==> src/rtl/i2cps_pkg.sv <==
`timescale 1ns / 1ps

package i2cps_pkg;

  localparam int unsigned BIT_COUNT     = 8;
  localparam int unsigned BIT_IDX_W     = $clog2(BIT_COUNT);
  localparam int unsigned CMD_DEPTH_DEF = 2;
  localparam int unsigned RES_DEPTH_DEF = 2;

  typedef enum logic [1:0] {
    OP_START = 2'd0,
    OP_STOP  = 2'd1,
    OP_WRITE = 2'd2,
    OP_READ  = 2'd3
  } op_e;

  typedef enum logic [1:0] {
    SIG_DIR = 2'd0,
    SIG_SDA = 2'd1,
    SIG_SCL = 2'd2
  } sig_e;

  typedef enum logic [1:0] {
    ST_IDLE = 2'd0,
    ST_PRE  = 2'd1,
    ST_LOOP = 2'd2,
    ST_POST = 2'd3
  } seq_state_e;

  typedef struct packed {
    op_e        op;
    logic [2:0] station;
    logic [7:0] data_byte;
    logic       final_byte;
    logic [7:0] slave_bits;
  } in_t;

  typedef struct packed {
    logic [2:0] station_res;
    logic       scl_level;
    logic       sda_level;
    logic       sda_drive;
    logic       wait_after;
    logic [7:0] read_data;
    logic       last;
  } res_t;

  // Classified command handed from the front to the sequencer
  typedef struct packed {
    in_t        item;
    logic       has_loop;
    logic [2:0] pre_last;
    logic [1:0] post_last;
    logic [1:0] phase_last;
  } cmd_t;

  typedef struct packed {
    sig_e sig;
    logic val;
    logic wait_after;
    logic last;
  } ev_t;

endpackage

==> src/rtl/i2cps_fifo.sv <==
`timescale 1ns / 1ps

module i2cps_fifo #(
  parameter type         T     = logic,
  parameter int unsigned DEPTH = 2
) (
  input  logic clk_i,
  input  logic rst_ni,
  input  logic push_i,
  input  T     data_i,
  output logic full_o,
  input  logic pop_i,
  output T     data_o,
  output logic empty_o
);

  localparam int unsigned PTR_W = (DEPTH > 1) ? $clog2(DEPTH) : 1;
  localparam int unsigned CNT_W = $clog2(DEPTH + 1);

  T                 regs_q [DEPTH];
  logic [PTR_W-1:0] wr_ptr_q, wr_ptr_d;
  logic [PTR_W-1:0] rd_ptr_q, rd_ptr_d;
  logic [CNT_W-1:0] cnt_q, cnt_d;
  logic             do_push, do_pop;

  assign full_o  = (cnt_q == CNT_W'(DEPTH));
  assign empty_o = (cnt_q == '0);
  assign do_push = push_i && !full_o;
  assign do_pop  = pop_i && !empty_o;
  assign data_o  = regs_q[rd_ptr_q];

  always_comb begin
    wr_ptr_d = wr_ptr_q;
    rd_ptr_d = rd_ptr_q;
    cnt_d    = cnt_q;
    if (do_push) begin
      wr_ptr_d = (wr_ptr_q == PTR_W'(DEPTH - 1)) ? '0 : wr_ptr_q + 1'b1;
    end
    if (do_pop) begin
      rd_ptr_d = (rd_ptr_q == PTR_W'(DEPTH - 1)) ? '0 : rd_ptr_q + 1'b1;
    end
    if (do_push && !do_pop) begin
      cnt_d = cnt_q + 1'b1;
    end else if (do_pop && !do_push) begin
      cnt_d = cnt_q - 1'b1;
    end
  end

  always_ff @(posedge clk_i or negedge rst_ni) begin
    if (!rst_ni) begin
      wr_ptr_q <= '0;
      rd_ptr_q <= '0;
      cnt_q    <= '0;
    end else begin
      wr_ptr_q <= wr_ptr_d;
      rd_ptr_q <= rd_ptr_d;
      cnt_q    <= cnt_d;
    end
  end

  always_ff @(posedge clk_i) begin
    if (do_push) begin
      regs_q[wr_ptr_q] <= data_i;
    end
  end

endmodule

==> src/rtl/i2cps_front.sv <==
`timescale 1ns / 1ps

module i2cps_front
  import i2cps_pkg::*;
(
  input  in_t  item_i,
  output cmd_t cmd_o
);

  // Sequence shape per op: prologue length, loop phases per bit, epilogue length
  always_comb begin
    cmd_o.item       = item_i;
    cmd_o.has_loop   = 1'b0;
    cmd_o.pre_last   = 3'd1;
    cmd_o.post_last  = 2'd0;
    cmd_o.phase_last = 2'd0;
    unique case (item_i.op)
      OP_START: begin
        cmd_o.pre_last = 3'd4;
      end
      OP_STOP: begin
        cmd_o.pre_last = 3'd5;
      end
      OP_WRITE: begin
        cmd_o.has_loop   = 1'b1;
        cmd_o.pre_last   = 3'd1;
        cmd_o.phase_last = 2'd2;
        cmd_o.post_last  = 2'd2;
      end
      OP_READ: begin
        cmd_o.has_loop   = 1'b1;
        cmd_o.pre_last   = 3'd1;
        cmd_o.phase_last = 2'd1;
        cmd_o.post_last  = 2'd3;
      end
      default: begin
        cmd_o.pre_last = 3'd1;
      end
    endcase
  end

endmodule

==> src/rtl/i2cps_back.sv <==
`timescale 1ns / 1ps

module i2cps_back
  import i2cps_pkg::*;
(
  input  logic clk_i,
  input  logic rst_ni,
  input  logic cmd_valid_i,
  input  cmd_t cmd_i,
  output logic cmd_pop_o,
  input  logic res_full_i,
  output logic res_push_o,
  output res_t res_o
);

  seq_state_e           state_q, state_d;
  cmd_t                 cur_q;
  logic [2:0]           step_q, step_d;
  logic [BIT_IDX_W-1:0] bit_q, bit_d;
  logic [1:0]           phase_q, phase_d;
  logic                 scl_q, scl_d;
  logic                 sda_q, sda_d;
  logic                 drv_q, drv_d;
  logic                 load;
  logic                 fire;
  logic                 pre_end, post_end, phase_end;
  ev_t                  ev;

  assign load      = (state_q == ST_IDLE) && cmd_valid_i;
  assign fire      = (state_q != ST_IDLE) && !res_full_i;
  assign cmd_pop_o = load;
  assign pre_end   = (step_q == cur_q.pre_last);
  assign post_end  = (step_q[1:0] == cur_q.post_last);
  assign phase_end = (phase_q == cur_q.phase_last);

  // Next state
  always_comb begin
    state_d = state_q;
    unique case (state_q)
      ST_IDLE: begin
        if (cmd_valid_i) state_d = ST_PRE;
      end
      ST_PRE: begin
        if (fire && pre_end) state_d = cur_q.has_loop ? ST_LOOP : ST_IDLE;
      end
      ST_LOOP: begin
        if (fire && phase_end && (bit_q == BIT_IDX_W'(BIT_COUNT - 1))) state_d = ST_POST;
      end
      ST_POST: begin
        if (fire && post_end) state_d = ST_IDLE;
      end
      default: state_d = ST_IDLE;
    endcase
  end

  // Step, bit and phase counters
  always_comb begin
    step_d  = step_q;
    bit_d   = bit_q;
    phase_d = phase_q;
    if (load) begin
      step_d  = '0;
      bit_d   = '0;
      phase_d = '0;
    end else if (fire) begin
      if (state_q == ST_LOOP) begin
        step_d = '0;
        if (phase_end) begin
          phase_d = '0;
          bit_d   = bit_q + 1'b1;
        end else begin
          phase_d = phase_q + 1'b1;
        end
      end else begin
        step_d = step_q + 1'b1;
      end
    end
  end

  // Event decode
  always_comb begin
    ev = '{sig: SIG_SCL, val: 1'b0, wait_after: 1'b0, last: 1'b0};
    unique case (state_q)
      ST_PRE: begin
        ev.last = pre_end && !cur_q.has_loop;
        unique case (cur_q.item.op)
          OP_START: begin
            unique case (step_q)
              3'd0:    ev = '{SIG_DIR, 1'b1, 1'b0, 1'b0};
              3'd1:    ev = '{SIG_SDA, 1'b1, 1'b0, 1'b0};
              3'd2:    ev = '{SIG_SCL, 1'b1, 1'b1, 1'b0};
              3'd3:    ev = '{SIG_SDA, 1'b0, 1'b0, 1'b0};
              default: ev = '{SIG_SCL, 1'b0, 1'b0, pre_end};
            endcase
          end
          OP_STOP: begin
            unique case (step_q)
              3'd0:    ev = '{SIG_DIR, 1'b1, 1'b0, 1'b0};
              3'd1:    ev = '{SIG_SDA, 1'b0, 1'b0, 1'b0};
              3'd2:    ev = '{SIG_SCL, 1'b1, 1'b1, 1'b0};
              3'd3:    ev = '{SIG_SDA, 1'b1, 1'b0, 1'b0};
              3'd4:    ev = '{SIG_SCL, 1'b0, 1'b1, 1'b0};
              default: ev = '{SIG_SCL, 1'b1, 1'b0, pre_end};
            endcase
          end
          OP_WRITE: begin
            if (step_q == 3'd0) ev = '{SIG_DIR, 1'b1, 1'b0, 1'b0};
            else                ev = '{SIG_SCL, 1'b0, 1'b0, 1'b0};
          end
          default: begin
            if (step_q == 3'd0) ev = '{SIG_DIR, 1'b0, 1'b0, 1'b0};
            else                ev = '{SIG_SCL, 1'b0, 1'b1, 1'b0};
          end
        endcase
      end
      ST_LOOP: begin
        if (cur_q.item.op == OP_WRITE) begin
          // MSB first: bit index n sends data_byte[7-n]
          unique case (phase_q)
            2'd0:    ev = '{SIG_SDA, cur_q.item.data_byte[~bit_q], 1'b1, 1'b0};
            2'd1:    ev = '{SIG_SCL, 1'b1, 1'b1, 1'b0};
            default: ev = '{SIG_SCL, 1'b0, 1'b0, 1'b0};
          endcase
        end else begin
          if (phase_q == 2'd0) ev = '{SIG_SCL, 1'b1, 1'b1, 1'b0};
          else                 ev = '{SIG_SCL, 1'b0, 1'b1, 1'b0};
        end
      end
      ST_POST: begin
        if (cur_q.item.op == OP_WRITE) begin
          unique case (step_q[1:0])
            2'd0:    ev = '{SIG_DIR, 1'b0, 1'b1, 1'b0};
            2'd1:    ev = '{SIG_SCL, 1'b1, 1'b1, 1'b0};
            default: ev = '{SIG_SCL, 1'b0, 1'b1, post_end};
          endcase
        end else begin
          unique case (step_q[1:0])
            2'd0:    ev = '{SIG_DIR, 1'b1, 1'b0, 1'b0};
            2'd1:    ev = '{SIG_SDA, cur_q.item.final_byte, 1'b1, 1'b0};
            2'd2:    ev = '{SIG_SCL, 1'b1, 1'b1, 1'b0};
            default: ev = '{SIG_SCL, 1'b0, 1'b0, post_end};
          endcase
        end
      end
      default: begin
        ev = '{SIG_SCL, scl_q, 1'b0, 1'b0};
      end
    endcase
  end

  // Apply the event to the held pin state and build the result word
  always_comb begin
    scl_d = scl_q;
    sda_d = sda_q;
    drv_d = drv_q;
    unique case (ev.sig)
      SIG_DIR: drv_d = ev.val;
      SIG_SDA: sda_d = ev.val;
      default: scl_d = ev.val;
    endcase
    res_push_o        = fire;
    res_o.station_res = cur_q.item.station;
    res_o.scl_level   = scl_d;
    res_o.sda_level   = sda_d;
    res_o.sda_drive   = drv_d;
    res_o.wait_after  = ev.wait_after;
    res_o.last        = ev.last;
    res_o.read_data   = (ev.last && (cur_q.item.op == OP_READ)) ? cur_q.item.slave_bits : 8'd0;
  end

  always_ff @(posedge clk_i or negedge rst_ni) begin
    if (!rst_ni) begin
      state_q <= ST_IDLE;
      step_q  <= '0;
      bit_q   <= '0;
      phase_q <= '0;
      scl_q   <= 1'b1;
      sda_q   <= 1'b1;
      drv_q   <= 1'b1;
    end else begin
      state_q <= state_d;
      step_q  <= step_d;
      bit_q   <= bit_d;
      phase_q <= phase_d;
      if (fire) begin
        scl_q <= scl_d;
        sda_q <= sda_d;
        drv_q <= drv_d;
      end
    end
  end

  always_ff @(posedge clk_i) begin
    if (load) begin
      cur_q <= cmd_i;
    end
  end

  a_last_returns_idle: assert property (@(posedge clk_i) disable iff (!rst_ni)
    fire && ev.last |=> state_q == ST_IDLE)
    else $error("sequencer kept running after the last word of a command");

  a_loop_has_bits: assert property (@(posedge clk_i) disable iff (!rst_ni)
    state_q == ST_LOOP |-> cur_q.item.op == OP_WRITE || cur_q.item.op == OP_READ)
    else $error("bit loop entered for a command without data bits");

  a_read_data_on_last: assert property (@(posedge clk_i) disable iff (!rst_ni)
    fire && !ev.last |-> res_o.read_data == 8'd0)
    else $error("read data shown before the last word");

  a_stop_releases_bus: assert property (@(posedge clk_i) disable iff (!rst_ni)
    fire && ev.last && cur_q.item.op == OP_STOP |=> scl_q && sda_q && drv_q)
    else $error("bus not released after stop");

  a_start_holds_low: assert property (@(posedge clk_i) disable iff (!rst_ni)
    fire && ev.last && cur_q.item.op == OP_START |=> !scl_q && !sda_q)
    else $error("lines not low after start");

endmodule

==> src/rtl/i2c_master_pin_sequencer.sv <==
`timescale 1ns / 1ps
// Channel   Direction  Handshake            Word
// command   in         push_i / full_o      cmd_i (in_t: op, station, byte, final, bits)
// event     out        pop_i / empty_o      res_o (res_t: one pin event)
//
// The sequencer emits one event word per cycle while the event queue has room:
// start 5, stop 6, write 29, read 22 words; idle loads each command from the queue.
// Reset sets SCL and SDA high with SDA driven, and empties both queues.
// A full event queue stalls the sequencer; a full command queue raises full_o.
// Commands keep being accepted while the sequencer works or results wait.

module i2c_master_pin_sequencer
  import i2cps_pkg::*;
#(
  parameter int unsigned CMD_DEPTH = CMD_DEPTH_DEF,
  parameter int unsigned RES_DEPTH = RES_DEPTH_DEF
) (
  input  logic clk_i,
  input  logic rst_ni,
  input  logic push_i,
  output logic full_o,
  input  in_t  cmd_i,
  output logic empty_o,
  input  logic pop_i,
  output res_t res_o
);

  cmd_t cmd_cls;
  cmd_t cmd_q_data;
  logic cmd_empty;
  logic cmd_pop;
  logic res_full;
  logic res_push;
  res_t res_word;

  i2cps_front u_front (
    .item_i (cmd_i),
    .cmd_o  (cmd_cls)
  );

  i2cps_fifo #(
    .T     (cmd_t),
    .DEPTH (CMD_DEPTH)
  ) u_cmd_fifo (
    .clk_i   (clk_i),
    .rst_ni  (rst_ni),
    .push_i  (push_i),
    .data_i  (cmd_cls),
    .full_o  (full_o),
    .pop_i   (cmd_pop),
    .data_o  (cmd_q_data),
    .empty_o (cmd_empty)
  );

  i2cps_back u_back (
    .clk_i       (clk_i),
    .rst_ni      (rst_ni),
    .cmd_valid_i (!cmd_empty),
    .cmd_i       (cmd_q_data),
    .cmd_pop_o   (cmd_pop),
    .res_full_i  (res_full),
    .res_push_o  (res_push),
    .res_o       (res_word)
  );

  i2cps_fifo #(
    .T     (res_t),
    .DEPTH (RES_DEPTH)
  ) u_res_fifo (
    .clk_i   (clk_i),
    .rst_ni  (rst_ni),
    .push_i  (res_push),
    .data_i  (res_word),
    .full_o  (res_full),
    .pop_i   (pop_i),
    .data_o  (res_o),
    .empty_o (empty_o)
  );

endmodule

==> config.mk <==
export PLATFORM = sky130hd
export DESIGN_NAME = i2c_master_pin_sequencer
export DESIGN_NICKNAME = d
export VERILOG_FILES = /design/src/rtl/i2cps_pkg.sv /design/src/rtl/i2cps_fifo.sv /design/src/rtl/i2cps_front.sv /design/src/rtl/i2cps_back.sv /design/src/rtl/i2c_master_pin_sequencer.sv
export SDC_FILE = /design/constraint.sdc
export NUM_CORES = 1
export LEC_CHECK = 0
export ABC_AREA = 1
export BUFFER_PORTS_ARGS = -buffer_cell sky130_fd_sc_hd__buf_4
export CAP_MARGIN = 5
export CORE_MARGIN = 3
export CORE_UTILIZATION = 50
export DETAILED_ROUTE_END_ITERATION = 10
export GPL_TIMING_DRIVEN = 0
export HOLD_SLACK_MARGIN = 0.05
export PLACE_DENSITY_LB_ADDON = 0.25
export SETUP_SLACK_MARGIN = 0.4
export SLEW_MARGIN = 20
export SYNTH_ARGS = -nofsm -noshare
export SYNTH_HDL_FRONTEND = slang
export SYNTH_SLANG_ARGS = --single-unit
==> constraint.sdc <==
create_clock -name clk_i -period 3.3 [get_ports clk_i]
set_clock_uncertainty 0.15 [all_clocks]
set_input_delay 0.825 -clock clk_i [delete_from_list [all_inputs] [get_ports clk_i]]
set_output_delay 0.825 -clock clk_i [all_outputs]
set_load 0.005 [all_outputs]
==> flow_summary.yaml <==
status:
  status: "finished clean"
critical_path:
  reg2reg_to: "u_cmd_fifo.cnt_q[1]"
  reg2reg_slack_ps: 670
  required_ps: 2320
  crit_chain: "clkbuf_2, clkinv_2, clkbuf_1, nand2_1, nand2_1, buf_4"
  cp_top_family: "buffers and inverters"
  endpoint_kind: "output port"
  r2r_cells: 9
  path_class: "reg2out"
  crit_top_cell: "nand2_1"
  crit_fanout: 10
  cp_data_arrival_time_ps: 1750
  cp-start-kind: "flip-flop"
  cp_slowest_cell: "clkbuf_1"
  worst-path-buf-inv: 4
  crit_path_max_incr_delay_ps: 370
place:
  place_area_um2: 6306
  dp_cells: 710
  io_buffers: 43
  gp_routability_congestion: 0.8214
  dp.final_hpwl_um: 7096
clock_network:
  clkTransAtPathRegs_ps: 60
  cts_tree: "built"
  clkLatencyLatePin_ps: 410
  clock_sinks: 134
  clock_path_buffers: 2
  numCtsBuffers: 17
  cts_setup_buffers: 0
  cts-root-buf: "clkbuf_16"
  cts_max_level: 4
power_and_ir_drop:
  p_per_area_nw_per_um2: 1051
  p_leak_uw: 0.002983
  total_power_uw: 7255
  vdd_drop_max_mv: 0.5864
global_routing:
  grt.overflow.total: 0
  grt_max_degree: 28
  grt_pass1_vias: 3640
  grt_first_pass_wirelength_um: 17330
  grt_antenna_before_repair: 0
  grt.total_usage_pct: 17.37
route:
  drc: 0
  vias: 3679
  drtIter0Drc: 240
  wire_per_inst_um: 13.68
  drt_wl_total_um: 10150
  vias_per_cell: 4.958
  drtAntennaViolNets: 0
  dr.pass1.iters: 6
timing:
  maxSlewViolCount: 0
  rsz0062_at_grt: "no"
  hold_viol: 0
  setup_viol: 0
  period_minus_slack_ps: 2729
  fmax_mhz: 366.4
  timing.hold.ws_ps: 147.3
  min_period_over_period_pct: 82.70
  worstMarginPinSlew_ps: 861.7
  slew-limit-headroom_pct: 42.49
synthesis:
  syn-cell-area_um2: 5705
  yosys.area.top_type: "edfxtp_1"
  synth.avg_cell_area_um2: 10.89
  ys_seq_elements: 134
  yosys.cell_count.top_type: "nand2_1"
  ys.flop_type: "edfxtp_1"
  yosys.cell_types.count: 34
  synth_enable_flop_cells: 113
  syn_inst: 524
  synth_nets: 562
  synth_area_leaders: "edfxtp_1, nand2_1, dfrtp_1"
  synth_top_area_share_pct: 59.47
  synth-async-reset-ratio_pct: 15.67
  ys_seq_area_share_pct: 68.75
  synthTopCellsByCount: "nand2_1, edfxtp_1, inv_1, nor2_1, nand3_1"
  ys_warn_count: 0
finish:
  stdcell_area_um2: 6900
  area_growth_pct: 20.94
  fin_cells: 742
  nets: 627
  diodes: 0
  drive_gt1_share_pct: 17.61
floorplanning:
  pin_count: 44
  start_util_pct: 51.95
  die_w_um: 112.8
  coreArea_um2: 10980
  dieArea_um2: 12730
  rows: 38
  die_y_um: 112.8
job:
  maxCapViolCount: 0
worst_hold_path:
  hold_path.class: "in2async"
routing by layer:
| metal | wire, µm | up-vias | global-route usage [%] |
|---|---|---|---|
| met2 | 5287 | 93 | 30.21 |
| met1 | 4206 | 1700 | 20.82 |
| met3 | 454 | 18 | 3.850 |
| met5 | 0 | - | 0 |
| met4 | 202 | 0 | 7.532 |
| li1 | - | 1868 | - |
how the worst max path moves through the flow:
stage / start / end / slack (ps) / depth (start not counted)
after global placement: flip-flop / u_cmd_fifo.cnt_q[1] / -200 / 8
after detailed placement: flip-flop / u_cmd_fifo.cnt_q[1] / 680 / 9
after floorplan: flip-flop / u_cmd_fifo.cnt_q[1] / 480 / 8
after global routing: u_res_fifo.rd_ptr_q / res_o[13] / 420 / 6
after CTS: u_res_fifo.rd_ptr_q / res_o[12] / 410 / 6
final: u_res_fifo.rd_ptr_q / res_o[9] / 570 / 6
cell families after synthesis:
family                     count (synthesis)  share of synthesized area, %
and+or+nand+nor                          268                         19.21
buffers and inverters                     65                         4.408
DFF                                      134                         68.75
AOI/OAI and AO/OA                         37                         3.772
adders and majority gates                 12                         2.632
xor gates and xnor gates                   8                         1.228
layout make-up:
class | count | area, µm²
Buffer | 10 | 46.29
Clock buffer | 18 | 429.2
Clock inverter | 14 | 162.7
Fill cell | 876 | 4083
Inverter | 55 | 207.7
Multi-Input combinational cell | 325 | 1559
Sequential cell | 134 | 3923
Tap cell | 140 | 175.2
Timing Repair Buffer | 46 | 397.9
power by group:
group | internal, µW | leakage (µW) | switching (µW) | total (µW)
clock | 1140 | 0.000294 | 732 | 1870
sequential | 2660 | 0.00132 | 247 | 2900
combinational | 898 | 0.00137 | 1580 | 2480
cells in the final DEF, fill, tap and decap left out, types with 5 or more instances in the layout:
cell type,count
clkbuf_16,17
nand3_1,22
edfxtp_1,113
buf_4,43
nand2_1,188
nand2_2,9
a21oi_1,8
o21ai_0,14
inv_1,49
inv_6,6
xnor2_1,5
clkbuf_1,8
dfrtp_1,18
ha_1,12
nor2_1,30
nor3_1,5
stage by stage:
step	setup TNS (ps)	worst slack, ps	utilization, %
after detailed placement	0	678.7	57.42
after global placement	-5343	-196.9	56.48
after floorplan	0	483.9	-
final	0	570.9	62.83
after CTS	0	414.3	62.82
after global routing	0	421.3	62.83
state kept, by name, indices dropped and copies added (netlist names), 2 cells and up, named ones only:
signal	count
u_back.res_o	3
u_back.bit_q	3
u_back.step_q	3
u_res_fifo.cnt_q	2
u_res_fifo.regs_q	32
u_cmd_fifo.cnt_q	2
u_cmd_fifo.regs_q	54
u_back.phase_q	2
u_back.cur_q	24
timing repair:
| item | in CTS | in global routing |
|---|---|---|
| hold buffers | 0 | 0 |
| resized for setup | 1 | 2 |
| endpoints found under the setup margin | 10 | 11 |
| hold endpoints to repair | 0 | 0 |
(Power assumes the default switching activity.)
